## src/hdl/blmt_pkg.sv

```systemverilog
`timescale 1ns / 1ps
`default_nettype none
// ----------------------------------------------------------------------------
// blmt_pkg
// Types and constants for the button long-press and multi-tap unit.
// ----------------------------------------------------------------------------
package blmt_pkg;

    localparam int unsigned TIME_W      = 48;
    localparam int unsigned HOLD_W      = 5;
    localparam int unsigned TAP_W       = 3;
    localparam int unsigned WINDOW_W    = 24;
    localparam int unsigned APB_AW      = 4;
    localparam int unsigned APB_DW      = 32;

    // register indexes on the configuration port
    localparam logic [1:0] REG_IO_PRESENT      = 2'd0;
    localparam logic [1:0] REG_HOLD_TICKS      = 2'd1;
    localparam logic [1:0] REG_PAIRING_PRESSES = 2'd2;
    localparam logic [1:0] REG_WINDOW_US       = 2'd3;

    localparam logic                RESET_IO_PRESENT      = 1'b0;
    localparam logic [HOLD_W-1:0]   RESET_HOLD_TICKS      = 5'd30;
    localparam logic [TAP_W-1:0]    RESET_PAIRING_PRESSES = 3'd3;
    localparam logic [WINDOW_W-1:0] RESET_WINDOW_US       = 24'd2000000;

    localparam logic [HOLD_W-1:0]   HOLD_MAX = 5'd31;

    // blink step is kept as pattern bit index and a sub-step of three ticks
    localparam logic [1:0] BLINK_SUB_LAST = 2'd2;
    localparam logic [3:0] BLINK_IDX_LAST = 4'd15;

    localparam logic [15:0] PAT_PRESSED_ARMED   = 16'hffff;
    localparam logic [15:0] PAT_PRESSED_SAFE    = 16'h5050;
    localparam logic [15:0] PAT_RELEASED_ARMED  = 16'h5500;
    localparam logic [15:0] PAT_RELEASED_SAFE   = 16'h0003;

    typedef struct packed {
        logic              button_level;
        logic [TIME_W-1:0] time_us;
        logic              armed_valid;
        logic              armed_flag;
    } in_item_t;

    typedef struct packed {
        logic long_press_event;
        logic multi_tap_event;
        logic led_write;
        logic led_drive;
    } out_item_t;

    function automatic logic [15:0] blink_pattern(input logic pressed, input logic armed);
        logic [15:0] pat;
        case ({pressed, armed})
            2'b11:   pat = PAT_PRESSED_ARMED;
            2'b10:   pat = PAT_PRESSED_SAFE;
            2'b01:   pat = PAT_RELEASED_ARMED;
            default: pat = PAT_RELEASED_SAFE;
        endcase
        return pat;
    endfunction

endpackage
`default_nettype wire

```

## src/hdl/button_long_press_and_multi_tap_unit.sv

```systemverilog
`timescale 1ns / 1ps
`default_nettype none
// ----------------------------------------------------------------------------
// button_long_press_and_multi_tap_unit
// Per-tick button long-press and multi-tap detector with arm-status blink LED.
// ----------------------------------------------------------------------------
// channel   direction  handshake             payload
// in        input      in_valid / in_ready   in_data   (in_item_t)
// out       output     out_valid / out_ready out_data  (out_item_t)
// apb       input      psel/penable/pready   paddr, pwdata, prdata
//
// one tick per cycle sustained while out_ready is high; a tick's result is valid
// once the result register loads it (input register loads at the transfer first)
// all tick state updates in the single pass between the two registers
// out_ready low holds the result register; the input register still takes
// one more tick, then in_ready drops
// rst_n clears the control state and loads the register reset values
module button_long_press_and_multi_tap_unit
    import blmt_pkg::*;
(
    input  wire logic              clk,
    input  wire logic              rst_n,
    input  wire logic              in_valid,
    output logic                   in_ready,
    input  wire in_item_t          in_data,
    output logic                   out_valid,
    input  wire logic              out_ready,
    output out_item_t              out_data,
    input  wire logic              psel,
    input  wire logic              penable,
    input  wire logic              pwrite,
    input  wire logic [APB_AW-1:0] paddr,
    input  wire logic [APB_DW-1:0] pwdata,
    output logic      [APB_DW-1:0] prdata,
    output logic                   pready
);

    // configuration
    logic                io_present_reg;
    logic [HOLD_W-1:0]   hold_ticks_reg;
    logic [TAP_W-1:0]    pairing_presses_reg;
    logic [WINDOW_W-1:0] window_us_reg;

    // tick state
    logic [HOLD_W-1:0]   hold_count_reg, hold_count_next;
    logic [TAP_W-1:0]    tap_count_reg, tap_count_next;
    logic [TIME_W-1:0]   window_start_reg, window_start_next;
    logic                last_button_reg;
    logic [1:0]          blink_sub_reg, blink_sub_next;
    logic [3:0]          blink_idx_reg, blink_idx_next;

    // pipeline
    logic      in_vld_reg;
    in_item_t  in_item_reg;
    logic      out_vld_reg;
    out_item_t out_item_reg, out_item_next;
    logic      advance;

    logic              cfg_write;
    logic [1:0]        cfg_index;
    logic [15:0]       pattern;
    logic [HOLD_W-1:0] hold_inc;
    logic [TIME_W-1:0] elapsed;
    logic              expired;
    logic              rising;
    logic [TAP_W-1:0]  tap_base;
    logic              tap_hit;

    assign pready    = 1'b1;
    assign cfg_index = paddr[3:2];
    assign cfg_write = psel && penable && pwrite && pready;

    always_comb
    begin
        prdata = '0;
        case (cfg_index)
            REG_IO_PRESENT:      prdata = {{(APB_DW-1){1'b0}}, io_present_reg};
            REG_HOLD_TICKS:      prdata = {{(APB_DW-HOLD_W){1'b0}}, hold_ticks_reg};
            REG_PAIRING_PRESSES: prdata = {{(APB_DW-TAP_W){1'b0}}, pairing_presses_reg};
            REG_WINDOW_US:       prdata = {{(APB_DW-WINDOW_W){1'b0}}, window_us_reg};
            default:             prdata = '0;
        endcase
    end

    always_ff @(posedge clk or negedge rst_n)
    begin
        if (!rst_n)
        begin
            io_present_reg      <= RESET_IO_PRESENT;
            hold_ticks_reg      <= RESET_HOLD_TICKS;
            pairing_presses_reg <= RESET_PAIRING_PRESSES;
            window_us_reg       <= RESET_WINDOW_US;
        end
        else if (cfg_write)
        begin
            case (cfg_index)
                REG_IO_PRESENT:      io_present_reg      <= pwdata[0];
                REG_HOLD_TICKS:      hold_ticks_reg      <= pwdata[HOLD_W-1:0];
                REG_PAIRING_PRESSES: pairing_presses_reg <= pwdata[TAP_W-1:0];
                REG_WINDOW_US:       window_us_reg       <= pwdata[WINDOW_W-1:0];
                default:             ;
            endcase
        end
    end

    // handshake
    assign advance   = in_vld_reg && (!out_vld_reg || out_ready);
    assign in_ready  = !in_vld_reg || advance;
    assign out_valid = out_vld_reg;
    assign out_data  = out_item_reg;

    // single pass over one tick
    always_comb
    begin
        hold_count_next   = hold_count_reg;
        tap_count_next    = tap_count_reg;
        window_start_next = window_start_reg;
        blink_sub_next    = blink_sub_reg;
        blink_idx_next    = blink_idx_reg;
        out_item_next     = '0;

        pattern  = blink_pattern(last_button_reg, in_item_reg.armed_flag);
        hold_inc = hold_count_reg + 1'b1;

        if (!io_present_reg)
        begin
            if (in_item_reg.armed_valid)
            begin
                out_item_next.led_write = 1'b1;
                out_item_next.led_drive = !pattern[blink_idx_reg];
                if (blink_idx_reg == BLINK_IDX_LAST)
                begin
                    blink_sub_next = '0;
                    blink_idx_next = '0;
                end
                else if (blink_sub_reg == BLINK_SUB_LAST)
                begin
                    blink_sub_next = '0;
                    blink_idx_next = blink_idx_reg + 1'b1;
                end
                else
                begin
                    blink_sub_next = blink_sub_reg + 1'b1;
                end
            end
            if (in_item_reg.button_level)
            begin
                if (hold_count_reg <= hold_ticks_reg && hold_count_reg != HOLD_MAX)
                begin
                    hold_count_next = hold_inc;
                    out_item_next.long_press_event = (hold_inc == hold_ticks_reg);
                end
            end
            else
            begin
                hold_count_next = '0;
            end
        end

        // window expiry is checked before this tick's edge counts
        elapsed = in_item_reg.time_us - window_start_reg;
        expired = elapsed > {{(TIME_W-WINDOW_W){1'b0}}, window_us_reg};
        rising  = !last_button_reg && in_item_reg.button_level;

        tap_base = expired ? '0 : tap_count_reg;
        if (expired)
            window_start_next = '0;
        if (rising)
        begin
            if (window_start_next == '0)
                window_start_next = in_item_reg.time_us;
            tap_count_next = tap_base + 1'b1;
        end
        else
        begin
            tap_count_next = tap_base;
        end

        tap_hit = (tap_count_next == pairing_presses_reg);
        if (tap_hit)
        begin
            out_item_next.multi_tap_event = 1'b1;
            window_start_next = '0;
            tap_count_next    = '0;
        end
    end

    always_ff @(posedge clk or negedge rst_n)
    begin
        if (!rst_n)
        begin
            in_vld_reg       <= 1'b0;
            out_vld_reg      <= 1'b0;
            hold_count_reg   <= '0;
            tap_count_reg    <= '0;
            window_start_reg <= '0;
            last_button_reg  <= 1'b0;
            blink_sub_reg    <= '0;
            blink_idx_reg    <= '0;
        end
        else
        begin
            if (in_valid && in_ready)
                in_vld_reg <= 1'b1;
            else if (advance)
                in_vld_reg <= 1'b0;

            if (advance)
                out_vld_reg <= 1'b1;
            else if (out_ready)
                out_vld_reg <= 1'b0;

            if (advance)
            begin
                hold_count_reg   <= hold_count_next;
                tap_count_reg    <= tap_count_next;
                window_start_reg <= window_start_next;
                last_button_reg  <= in_item_reg.button_level;
                blink_sub_reg    <= blink_sub_next;
                blink_idx_reg    <= blink_idx_next;
            end
        end
    end

    always_ff @(posedge clk)
    begin
        if (in_valid && in_ready)
            in_item_reg <= in_data;
        if (advance)
            out_item_reg <= out_item_next;
    end

    // assertions
    a_tap_clear: assert property (@(posedge clk) disable iff (!rst_n)
        advance && out_item_next.multi_tap_event |=>
            tap_count_reg == '0 && window_start_reg == '0)
        else $error("tap state not cleared after multi-tap transfer");

    a_blink_range: assert property (@(posedge clk) disable iff (!rst_n)
        blink_sub_reg != 2'd3 && (blink_idx_reg != BLINK_IDX_LAST || blink_sub_reg == '0))
        else $error("blink step out of range");

    a_hold_frozen: assert property (@(posedge clk) disable iff (!rst_n)
        advance && io_present_reg |=> $stable(hold_count_reg) && $stable(blink_idx_reg))
        else $error("hold or blink state moved while io_present set");

    a_no_stall_drop: assert property (@(posedge clk) disable iff (!rst_n)
        out_vld_reg && !out_ready |=> out_vld_reg)
        else $error("result dropped while output stalled");

endmodule
`default_nettype wire
```

## config.mk

```make
export PLATFORM = sky130hd
export DESIGN_NAME = button_long_press_and_multi_tap_unit
export DESIGN_NICKNAME = d
export VERILOG_FILES = /design/src/hdl/blmt_pkg.sv /design/src/hdl/button_long_press_and_multi_tap_unit.sv
export SDC_FILE = /design/constraint.sdc
export NUM_CORES = 1
export LEC_CHECK = 0
export BUFFER_PORTS_ARGS = -buffer_cell sky130_fd_sc_hd__buf_2
export CAP_MARGIN = 10
export CORE_ASPECT_RATIO = 1.4
export CORE_MARGIN = 2
export CORE_UTILIZATION = 40
export DETAILED_ROUTE_END_ITERATION = 7
export GPL_TIMING_DRIVEN = 0
export MAX_ROUTING_LAYER = met4
export PLACE_DENSITY = 0.65
export SYNTH_ARGS = -nofsm -noshare
export SYNTH_HDL_FRONTEND = slang
export SYNTH_SLANG_ARGS = --single-unit
```

## constraint.sdc

```tcl
create_clock -name clk -period 7.3 [get_ports clk]
set_clock_uncertainty 0.1 [all_clocks]
set_input_delay 1.095 -clock clk [delete_from_list [all_inputs] [get_ports clk]]
set_output_delay 1.095 -clock clk [all_outputs]
set_load 0.05 [all_outputs]
```

; After elaboration in Yosys (flattened, before gate mapping)
; Index checks and enable logic that the tools add are counted.
[totals]
ff_bits = 153
inputBits = 94
output_inout_bits = 39
wordCells = 93
[op_classes]
n_addsub = 5
n_lt_le_gt_ge = 3
n_eq_ne = 12
muxes = 23
bitwise_logic = 4
n_reduce_logical = 26
[op_table]
columns = cell, n
row1 = two-way mux 48 bit, 4
row2 = case mux 32 bit (4 select lines), 1
row3 = greater-than comparator 48 x 24 -> 1 bit, 1
row4 = logical NOT 48 bit, 1
row5 = case mux 16 bit (3 select lines), 1
row6 = subtractor 48 bit, 1
row7 = == test 2 bit (second input constant), 5
row8 = two-way mux 5 bit, 2
row9 = two-way mux 3 bit, 3
row10 = two-way mux 4 bit, 2
row11 = AND reduction 2 bit, 4
row12 = logical AND 1 bit, 6
row13 = two-way mux 1 bit, 6
row14 = two-way mux 2 bit, 3
row15 = AND reduction 3 bit, 2
row16 = nonzero test 2 bit, 3
row17 = adder 5 x 1 -> 5 bit (second input constant), 1
row18 = == test 5 bit, 1
row19 = <= comparator 5 bit, 1
row20 = less-than comparator 4 x 5 -> 1 bit (second input constant), 1
row21 = != test 5 bit (second input constant), 1
row22 = adder 4 x 1 -> 4 bit (second input constant), 1
row23 = binary-select mux 1 bit (select 4 bit), 1
row24 = == test 2 x 1 -> 1 bit (second input constant), 2
row25 = 12 further kinds, 19

; Longest topological paths before layout
; Gate-level depths: netlist of run 1.
[depth]
depth_word = 7
mapped_depth = 34
ltp_nobuf = 32

; Worst setup path after synthesis of run 1
; Ideal clock, no wire load.
[synth_path]
path_type = register -> register
startpoint = register in_item_reg[2] (netlist bit)
endpoint = register window_start_reg[27]
setup_ns = 0.121
arrival_ns = 5.632
required_ns = 7.079
path_slack_ns = 1.447
stages_incl_launch_ff = 34
path_buffers = 2
synth_period_minus_slack_ns = 5.853
path_cell_list = edfxtp_1 -> inv_1 -> ha_1 -> inv_1 -> fa_1 -> a21o_1 -> a221oi_4 -> o41ai_1 -> nor2_1 -> o21a_1 -> o21ai_0 -> xor2_1 -> ha_1 -> a21o_1 -> a21oi_1 -> o31ai_1 -> nor3_1 -> o2111ai_1 -> nor4_1 -> nand4_1 -> nor4_1 -> and2_1 -> ha_1 -> nand3_1 -> o22ai_1 -> nand2_1 -> nor2_1 -> a21oi_1 -> nor4_1 -> nor2_1 -> o21a_1 -> buf_2 -> buf_4 -> a22o_1
[synth_between]
elab_chain_len = 7
word_cells_on_any_way = 11
classes_between = 2 x add/sub / 1 x order compare / 1 x eq/ne / 6 x mux / 1 x reduce/logical
[synth_rtl]
columns = element, line_no
row1 = from (decl), button_long_press_and_multi_tap_unit.sv:54  ; in_item_t in_item_reg;
row2 = from (signal assigned), button_long_press_and_multi_tap_unit.sv:228  ; in_item_reg <= in_data;
row3 = subtractor 48 bit (*), button_long_press_and_multi_tap_unit.sv:161  ; elapsed = in_item_reg.time_us - window_start_reg;
row4 = greater-than comparator 48 x 24 -> 1 bit (*), button_long_press_and_multi_tap_unit.sv:162  ; expired = elapsed > {{(TIME_W-WINDOW_W){1'b0}}, window_us_reg};
row5 = two-way mux 3 bit / two-way mux 48 bit (equally long branches), "button_long_press_and_multi_tap_unit.sv:165, button_long_press_and_multi_tap_unit.sv:166"
row6 = adder 3 x 1 -> 3 bit / logical NOT 48 bit (equally long branches), "button_long_press_and_multi_tap_unit.sv:172, button_long_press_and_multi_tap_unit.sv:170"
row7 = two-way mux 3 bit / two-way mux 48 bit (equally long branches), "button_long_press_and_multi_tap_unit.sv:168, button_long_press_and_multi_tap_unit.sv:170"
row8 = == test 3 bit / two-way mux 48 bit (equally long branches), "button_long_press_and_multi_tap_unit.sv:179, button_long_press_and_multi_tap_unit.sv:168"
row9 = two-way mux 48 bit (*), button_long_press_and_multi_tap_unit.sv:180  ; if (tap_hit)
row10 = to (signal assigned), button_long_press_and_multi_tap_unit.sv:217  ; window_start_reg <= window_start_next;
row11 = to (decl), button_long_press_and_multi_tap_unit.sv:47  ; logic [TIME_W-1:0] window_start_reg, window_start_next;
; Mark *: on every way between the ends. The rest lies on a longest branch, timed or not.
; A chain may end at the register's enable or synchronous reset.

; Final worst setup path of run 1
[layout_path]
startpoint = register in_item_reg[2] (netlist bit)
endpoint = register window_start_reg[46]
; Same word-level chain as after synthesis.

==> results of run 1 <==
cell usage after synthesis, types with 7 or more instances:
master,instances
o31ai_1,7
dfstp_2,13
xor2_1,11
nand2b_1,14
inv_1,94
a21oi_1,78
and2_1,8
o21a_1,15
mux2i_1,7
dfrtp_1,85
clkbuf_1,22
ha_1,80
xnor2_1,26
nand3_1,19
nor2_1,88
a22o_1,53
o21ai_0,84
or3_1,9
buf_2,17
o22ai_1,9
nor4_1,28
a21o_1,19
nor3_1,30
a211oi_1,8
mux2_2,10
nand2_1,126
nand4_1,23
buf_4,11
edfxtp_1,55
cells in the final DEF (no fill, tap or decap), types with 18 or more instances in the layout:
cell type  count
a21oi_1       78
xnor2_1       26
nor4_1        25
a22o_1        53
clkbuf_16     18
nor2_1        88
a21o_1        19
nand3_1       19
ha_1          79
nor3_1        28
dfrtp_1       85
nand4_1       23
buf_2        127
nand2_1      126
clkbuf_1      25
o21ai_0       82
edfxtp_1      55
inv_1         94
path summary, 6_finish.rpt:
check	endpoint	slack [ns]	depth (start not counted)
hold / removal	out_valid$_DFFE_PN0P_	0.39	1
hold reg to reg	out_valid$_DFFE_PN0P_	0.39	1
setup reg to reg	window_start_reg[46]$_DFFE_PN0P_	0.54	33
setup / recovery	window_start_reg[46]$_DFFE_PN0P_	0.54	33
max in group asynchronous	window_us_reg[19]$_DFFE_PN1P_	5.83	2
min in group asynchronous	window_start_reg[40]$_DFFE_PN0P_	0.52	1
per-stage QoR:
| step | TNS (ns) | instances | cell area, µm² |
|---|---|---|---|
| 3_5_place_dp | -10.42 | 1613 | 11650 |
| 6_report | 0 | 1648 | 12290 |
| 4_1_cts | 0 | 1645 | 12230 |
| 3_3_place_gp | -3.415 | 1611 | 11590 |
| 2_1_floorplan | 0 | 1175 | 10630 |
| 5_1_grt | 0 | 1648 | 12290 |
area by class of cell:
type | instances | area, µm² | share of cell area
Buffer | 57 | 327.8 | 0.02666
Tap cell | 324 | 405.4 | 0.03297
Clock buffer | 22 | 465.4 | 0.03786
Multi-Input combinational cell | 871 | 5874 | 0.4778
Inverter | 94 | 352.8 | 0.02870
Clock inverter | 10 | 115.1 | 0.009363
Timing Repair Buffer | 117 | 633.1 | 0.05150
Sequential cell | 153 | 4120 | 0.3351
cells by family (layout without fill, tap and decap cells):
group | Yosys count | after routing
buffers and inverters | 151 | 300
flip-flops | 153 | 153
other | 2 | 9
multiplexers | 20 | 20
AO/OA/AOI/OAI | 346 | 346
adder cells (fa/ha/maj) | 81 | 81
XOR/XNOR | 37 | 37
AND/OR/NAND/NOR | 378 | 378
what timing repair did:
action,4_1_cts,5_1_grt
gates resized for setup,2,11
endpoints found under the hold margin,0,0
endpoints found under the setup margin,48,48
buffers inserted,0,3
pin swaps,0,4
layer usage:
layer  track usage  vias to the layer above
li1              -                     4559
met1        0.2676                     4465
met2        0.4044                      210
met3       0.02915                       45
met4       0.07296                        0
met5             -                        -
power groups by stage:
stage | clock network [µW] | registers (µW) | logic (µW)
CTS | 910 | 1130 | 1280
global route | 946 | 1140 | 1430
detailed placement | 0 | 1140 | 1260
finish | 887 | 1130 | 1290
global placement | 0 | 1140 | 1240
floorplan | 0 | 1120 | 915
==> flow_summary.yaml, run 1 <==
run_status:
  status: "complete, no violations"
yosys:
  synthMuxAreaShare: 0.02148
  synth_area_leaders: "dfrtp_1 20%, edfxtp_1 16%, ha_1 9.4%"
  ys_seq_elements: 153
  synth_top_flop_cell: "dfrtp_1"
  syn-cell-area_mm2: 0.01060
  yosysTopAreaCellShare: 0.2006
  synthDistinctLibCells: 89
  synth_seq_area_share: 0.3886
  yosysTopAreaCell: "dfrtp_1"
  synthArstFlopShare: 0.6405
  yosys_warnings: 0
  synth_compound_area_frac: 0.2245
  synthSimpleGateAreaFrac: 0.1741
  synth_fa_ha_area_frac: 0.09629
  synth_edf_count: 55
  synth_top_family_by_area: "compound AO/OA/AOI/OAI gates"
  synth_xor_area_frac: 0.03056
  synthCells: 1168
  syn_avg_cell_area_um2: 9.078
sta:
  setup_viol: 0
  layout_min_cycle_time_ns: 6.759
  timing.final.ws_setup_ns: 0.5408
  hold_violations: 0
  rsz0062_at_grt: "no"
  tightest_slew_ns: 1.176
  slew_viol_final: 0
  fmax_mhz: 147.9
  holdWs_ns: 0.3899
  period_share: 0.9259
  relSlewSlack: 0.2115
detailed_routing:
  first_pass_iters: 5
  drt_drc_violations_left: 0
  topRoutingLayerUsed: "met4"
  num_vias: 9279
  ant_nets: 0
  first_iter_violations: 511
  finalWirelength_um: 30570
  wl_met1_um: 12940
  routedWlPerCell_um: 18.55
  met2_length_um: 16020
  avgViaCountPerCell: 5.630
  wl_met3_um: 883
clocking:
  insertion_delay_ns: 0.43
  htreeDepth: 4
  cts-root-buf: "clkbuf_16"
  cts_tree: "yes"
  cts.path.max_buffers: 2
  clkTransAtPathRegs_ns: 0.06
  cts_num_sinks: 153
  cts-buffers-inserted: 17
  hold_buffers: 0
worst_hold_path:
  hold_path_class: "register to register"
  hp-start: "in_vld_reg$_DFFE_PN0P_"
critical_path:
  crit_slowest_cell: "edfxtp_1"
  cp_num_buf_inv: 4
  required_ns: 7.52
  reg2reg_from: "in_item_reg[2]$_DFFE_PP_"
  crit_fanout: 10
  arrival_ns: 6.97
  endpoint_kind: "register"
  critPathKind: "register to register"
  startpoint: "in_item_reg[2]$_DFFE_PP_"
  path_delay_family: "compound AO/OA/AOI/OAI gates"
  critical-path-max-stage-delay_ns: 0.40
  cp-start-kind: "register"
global_route:
  grt_usage: 0.2279
  antenna_found_initial: 0
  overflow: 0
  grt_pass1_wl_um: 48220
  first_global_vias: 8929
  grt_max_degree: 70
power_and_ir_drop:
  power.switching_uw: 1276
  power.share.switching: 0.3856
  power_density_mw_per_mm2: 269.1
  peakVddDrop_v: 0.0001707
  seqPwrFrac: 0.341
  power.total_uw: 3309
  clockPowerShare: 0.268
  p_leak_uw: 0.005187
  internal_power_uw: 2033
  pwr-share-comb: 0.391
finish:
  drive_gt1_frac: 0.1782
  final_util: 0.4710
  fillCellCount: 2545
  largest_register_ffs: 51
  fin_nets: 1486
  syn_to_final_growth_pct: 15.95
  diodes: 0
die:
  die_area_mm2: 0.02784
  core_area_mm2: 0.02610
  die-height_um: 196.6
  io_pins: 133
  num_rows: 70
  die_w_um: 141.6
  start_util: 0.4062
placement:
  dp_hpwl_um: 24370
  port_buffers: 112
  place_congestion: 0.9492
  post-place-ws_ns: -0.2996
job:
  drv_cap: 0
(Power assumes the default switching activity.)
==> inputs of run 2 (changes only) <==
- clock period: 7.3 -> 7.02 ns (I/O delays scaled with it)
==> flow_summary.yaml, run 2 (synthesized netlist as in run 1, its figures left out) <==
critical_path:
  critPathKind: "register to register"
  arrival_ns: 6.99
  required_ns: 7.24
  crit_fanout: 6
  critical-path-max-stage-delay_ns: 0.42
  startpoint: "in_item_reg[2]$_DFFE_PP_"
  reg2reg_from: "in_item_reg[2]$_DFFE_PP_"
  endpoint_kind: "register"
  cp-start-kind: "register"
  crit_slowest_cell: "edfxtp_1"
worst_hold_path:
  hold_path_class: "register to register"
  hp-start: "in_vld_reg$_DFFE_PN0P_"
sta:
  relSlewSlack: 0.1158
  tightest_slew_ns: 1.318
  hold_violations: 0
  setup_viol: 0
  tns_ns: 0
  layout_min_cycle_time_ns: 6.769
  fmax_mhz: 147.7
  period_share: 0.9642
  rsz0062_at_grt: "yes"
  slew_viol_final: 0
clocking:
  insertion_delay_ns: 0.43
  cts.path.max_buffers: 2
  cts_tree: "yes"
  hold_buffers: 0
  cts-root-buf: "clkbuf_16"
  htreeDepth: 4
  clkTransAtPathRegs_ns: 0.06
  cts-buffers-inserted: 17
  cts_num_sinks: 153
global_route:
  grt_max_degree: 70
  grt_usage: 0.2284
  grt_pass1_wl_um: 48320
  first_global_vias: 8944
  overflow: 0
  antenna_found_initial: 0
placement:
  place_congestion: 0.9492
  dp_hpwl_um: 24370
  port_buffers: 112
detailed_routing:
  avgViaCountPerCell: 5.610
  met2_length_um: 16510
  ant_nets: 0
  routedWlPerCell_um: 18.84
  num_vias: 9323
  wl_met1_um: 13160
  finalWirelength_um: 31320
  first_iter_violations: 471
  topRoutingLayerUsed: "met4"
  wl_met3_um: 874
  drt_drc_violations_left: 0
  first_pass_iters: 5
finish:
  fillCellCount: 2499
  layout_commonest_cell: "buf_2"
  drive_gt1_frac: 0.2085
  final_util: 0.4883
  largest_register_ffs: 51
  layout_common_cells: "127 x buf_2, 126 x nand2_1, 92 x inv_1, 86 x nor2_1, 85 x dfrtp_1"
  diodes: 0
  syn_to_final_growth_pct: 20.20
  fin_nets: 1500
die:
  io_pins: 133
  num_rows: 70
  start_util: 0.4062
  die_area_mm2: 0.02784
  die_w_um: 141.6
  core_area_mm2: 0.02610
  die-height_um: 196.6
job:
  drv_cap: 0
power_and_ir_drop:
  peakVddDrop_v: 0.0001791
  p_leak_uw: 0.005370
  power_density_mw_per_mm2: 277.2
  power.total_uw: 3533
run_status:
  status: "complete, no violations"
run 2: cell count changes in the layout (fill, tap and decap cells not counted), moves of 3 or more:
| cell | previous run | this run |
|---|---|---|
| buf_4 | 15 | 21 |
| a21oi_2 | 2 | 7 |
| o21ai_2 | 2 | 5 |
| clkbuf_16 | 18 | 24 |
| a21oi_1 | 78 | 73 |
| buf_12 | 3 | 6 |
run 2: metal layers:
layer  vias to the layer above  global-route usage
li1                       4588                   -
met1                      4493              0.2679
met2                       201              0.4056
met3                        41             0.02915
met4                         0             0.07296
met5                         -                   -
run 2: worst paths after layout:
check	to	slack (ns)	cells past startpoint
worst max-delay path	window_start_reg[27]$_DFFE_PN0P_	0.25	34
worst min-delay path	out_valid$_DFFE_PN0P_	0.39	1
worst max register to register	window_start_reg[27]$_DFFE_PN0P_	0.25	34
worst min register to register	out_valid$_DFFE_PN0P_	0.39	1
max in group asynchronous	window_us_reg[19]$_DFFE_PN1P_	5.59	2
min in group asynchronous	window_start_reg[44]$_DFFE_PN0P_	0.47	1
run 2: what timing repair did:
action,CTS,global route
gates cloned,0,6
resized for setup,6,65
pin swaps,1,62
setup buffers,1,10
endpoints found under the setup margin,50,48
run 2: stage by stage:
stage | setup WS [ns] | area (µm²) | cells | hold slack (ns)
finish | 0.2511 | 12740 | 1662 | 0.3901
global route | -0.1133 | 12740 | 1662 | 0.4219
CTS | 0.04569 | 12260 | 1646 | 0.3947
global placement | -0.4161 | 11590 | 1611 | 0.3687
detailed placement | -0.5796 | 11650 | 1613 | 0.3818
floorplan | 1.167 | 10630 | 1175 | 0.3572
run 2: report_power, final:
| part | total (µW) | internal [µW] | switching, µW | leakage [µW] |
|---|---|---|---|---|
| Combinational | 1430 | 544 | 891 | 0.00331 |
| Clock | 925 | 545 | 380 | 0.000284 |
| Sequential | 1170 | 1070 | 104 | 0.00178 |
run 2: layout make-up:
class	instances	area [µm²]	share of cell area
Multi-Input combinational cell	871	6056	0.4752
Sequential cell	153	4120	0.3233
Timing Repair Buffer	131	855.8	0.06715
Clock buffer	22	465.4	0.03652
Tap cell	324	405.4	0.03181
Buffer	57	374.1	0.02935
Inverter	94	352.8	0.02769
Clock inverter	10	115.1	0.009032
run 2: critical path: cells and delay by family, from the launching register on:
| kind | cells | cell delay [ns] |
|---|---|---|
| AND/OR/NAND/NOR | 11 | 2.15 |
| XOR/XNOR | 1 | 0.16 |
| AO/OA/AOI/OAI | 13 | 2.24 |
| flip-flops | 1 | 0.42 |
| buffers and inverters | 5 | 0.61 |
| adder cells (fa/ha/maj) | 4 | 0.99 |
==> inputs of run 3 (changes only) <==
- ABC_AREA: default -> 1
- MAX_ROUTING_LAYER: met4 -> default
- PLACE_DENSITY: 0.65 -> 0.64
==> flow_summary.yaml, run 3 <==
run_status:
  status: "complete, no violations"
sta:
  layout_min_cycle_time_ns: 5.995
  tightest_slew_ns: 0.9677
  period_share: 0.8540
  rsz0062_at_grt: "no"
  hold_violations: 0
  holdWs_ns: 0.4214
  slew_viol_final: 0
  setup_viol: 0
  relSlewSlack: 0.3509
  tns_ns: 0
  fmax_mhz: 166.8
yosys:
  synth_top_flop_cell: "dfrtp_1"
  synth_xor_area_frac: 0.02070
  synth_edf_count: 55
  synthDistinctLibCells: 44
  synthArstFlopShare: 0.6405
  synthCells: 1866
  ys_seq_elements: 153
  synth_area_leaders: "nand2_1 20%, dfrtp_1 17%, edfxtp_1 13%"
  synth_fa_ha_area_frac: 0.08320
  synth_top_family_by_area: "simple AND/OR/NAND/NOR gates"
  yosysTopAreaCell: "nand2_1"
  ys_top_cells_by_count: "664 x nand2_1, 331 x inv_1, 170 x nand3_1, 137 x nor2_1, 85 x dfrtp_1"
  synth_compound_area_frac: 0.07504
  synthSimpleGateAreaFrac: 0.3548
  syn-cell-area_mm2: 0.01227
  synth_seq_area_share: 0.3357
  yosysTopAreaCellShare: 0.2031
  yosys_warnings: 0
  synthMuxAreaShare: 0
  syn_avg_cell_area_um2: 6.577
  synth_most_common_cell: "nand2_1"
critical_path:
  crit_slowest_cell: "fa_1"
  cp-start-kind: "register"
  worst_path_most_repeated_cell: "nand2_1"
  endpoint_kind: "register"
  r2r-end: "window_start_reg[4]$_DFFE_PN0P_"
  required_ns: 7.30
  r2r_cells: 36
  crit_fanout: 10
  r2r_slack_ns: 1.02
  arrival_ns: 6.28
  critical-path-max-stage-delay_ns: 0.45
  critPathKind: "register to register"
  path_delay_family: "simple AND/OR/NAND/NOR gates"
  reg2reg_from: "in_item_reg[2]$_DFFE_PP_"
  cp_num_buf_inv: 6
global_route:
  grt_use_met3: 0.02872
  overflow: 0
  grt_max_degree: 67
  first_global_vias: 11830
  grt_use_met2: 0.4449
  grt_usage: 0.2448
  top_usage_layer: "met2"
  grt_pass1_wl_um: 61500
  antenna_found_initial: 0
  global_route.usage.met1: 0.2893
power_and_ir_drop:
  p_leak_uw: 0.007611
  power.switching_uw: 2016
  clockPowerShare: 0.217
  power_density_mw_per_mm2: 313.3
  pwr-share-comb: 0.489
  peakVddDrop_v: 0.0002550
  seqPwrFrac: 0.294
  internal_power_uw: 2367
  power.share.switching: 0.4600
worst_hold_path:
  hold-path-endpoint: "hold_ticks_reg[1]$_DFFE_PN1P_"
  hold_depth: 2
  hp-start: "hold_ticks_reg[1]$_DFFE_PN1P_"
  hold_path_class: "register to register"
finish:
  largest_register_ffs: 51
  layout_commonest_cell: "nand2_1"
  diodes: 0
  final_util: 0.4644
  drive_gt1_frac: 0.1208
  syn_to_final_growth_pct: 13.99
  fin_nets: 2182
  layout_common_cells: "664 x nand2_1, 330 x inv_1, 170 x nand3_1, 137 x nor2_1, 129 x buf_2"
detailed_routing:
  first_iter_violations: 914
  num_vias: 12050
  drt_drc_violations_left: 0
  finalWirelength_um: 38720
  avgViaCountPerCell: 5.010
  routedWlPerCell_um: 16.10
  first_pass_iters: 6
  ant_nets: 0
placement:
  port_buffers: 113
  place_congestion: 0.9936
  dp_hpwl_um: 31380
clocking:
  htreeDepth: 4
  cts_num_sinks: 153
  cts_setup_buffers: 0
  cts-root-buf: "clkbuf_16"
  cts.path.max_buffers: 2
  insertion_delay_ns: 0.45
  cts_resized: 0
  clkTransAtPathRegs_ns: 0.06
  cts_tree: "yes"
  cts-buffers-inserted: 17
  hold_buffers: 0
die:
  core_area_mm2: 0.03012
  die-height_um: 211.2
  num_rows: 75
  start_util: 0.4074
  die_w_um: 152.0
  die_area_mm2: 0.03212
  io_pins: 133
job:
  drv_cap: 0
[run 3: layer usage]
layer | share of wire | wire length, µm
met4 | 0.042 | 1616
met5 | 0 | 0
met2 | 0.51 | 19730
met1 | 0.41 | 16020
met3 | 0.035 | 1357
[run 3: stage by stage]
| stage | worst slack [ns] | cell area [µm²] | total power [µW] | instances |
|---|---|---|---|---|
| after floorplan | 2.697 | 12300 | 2798 | 1873 |
| after global placement | 1.129 | 13350 | 3380 | 2371 |
| after detailed placement | 1.100 | 13400 | 3422 | 2373 |
| after CTS | 1.036 | 13990 | 4393 | 2405 |
| after global routing | 0.6115 | 13990 | 4741 | 2405 |
| final | 1.025 | 13990 | 4383 | 2405 |
[run 3: worst reg2reg max path, delay by kind of cell, from the launching register on]
kind | cells | cell delay [ns]
adders and majority gates | 4 | 1.08
and+or+nand+nor | 25 | 3.22
xor gates and xnor gates | 1 | 0.26
buffers and inverters | 6 | 0.91
DFF | 1 | 0.37
[run 3: how the worst max path moves through the flow]
stage	start	endpoint	cells after the start
4_1_cts	in_item_reg[2]$_DFFE_PP_	window_start_reg[19]$_DFFE_PN0P_	36
3_3_place_gp	in_item_reg[2]$_DFFE_PP_	window_start_reg[2]$_DFFE_PN0P_	37
3_5_place_dp	in_item_reg[2]$_DFFE_PP_	window_start_reg[4]$_DFFE_PN0P_	36
2_1_floorplan	in_item_reg[2]$_DFFE_PP_	window_start_reg[0]$_DFFE_PN0P_	35
6_report	in_item_reg[2]$_DFFE_PP_	window_start_reg[4]$_DFFE_PN0P_	36
5_1_grt	window_start_reg[6]$_DFFE_PN0P_	window_start_reg[40]$_DFFE_PN0P_	39
[run 3: cell type report]
class	instances	area, µm²
Sequential cell	153	4120
Fill cell	3140	16130
Clock buffer	20	456.7
Tap cell	385	481.7
Buffer	50	295.3
Multi-Input combinational cell	1324	6584
Timing Repair Buffer	115	615.6
Clock inverter	12	136.4
Inverter	346	1299
[run 3: logic make-up after synthesis]
kind of cell,Yosys count
AOI/OAI and AO/OA,160
xor gates and xnor gates,29
adders and majority gates,81
buffers and inverters,396
DFF,153
other,2
and+or+nand+nor,1045
[run 3: power groups by stage]
stage	clock, µW	sequential [µW]	combinational (µW)
3_3_place_gp	0	1300	2080
6_report	951	1290	2140
2_1_floorplan	0	1250	1550
3_5_place_dp	0	1300	2120
5_1_grt	997	1310	2440
4_1_cts	971	1290	2140
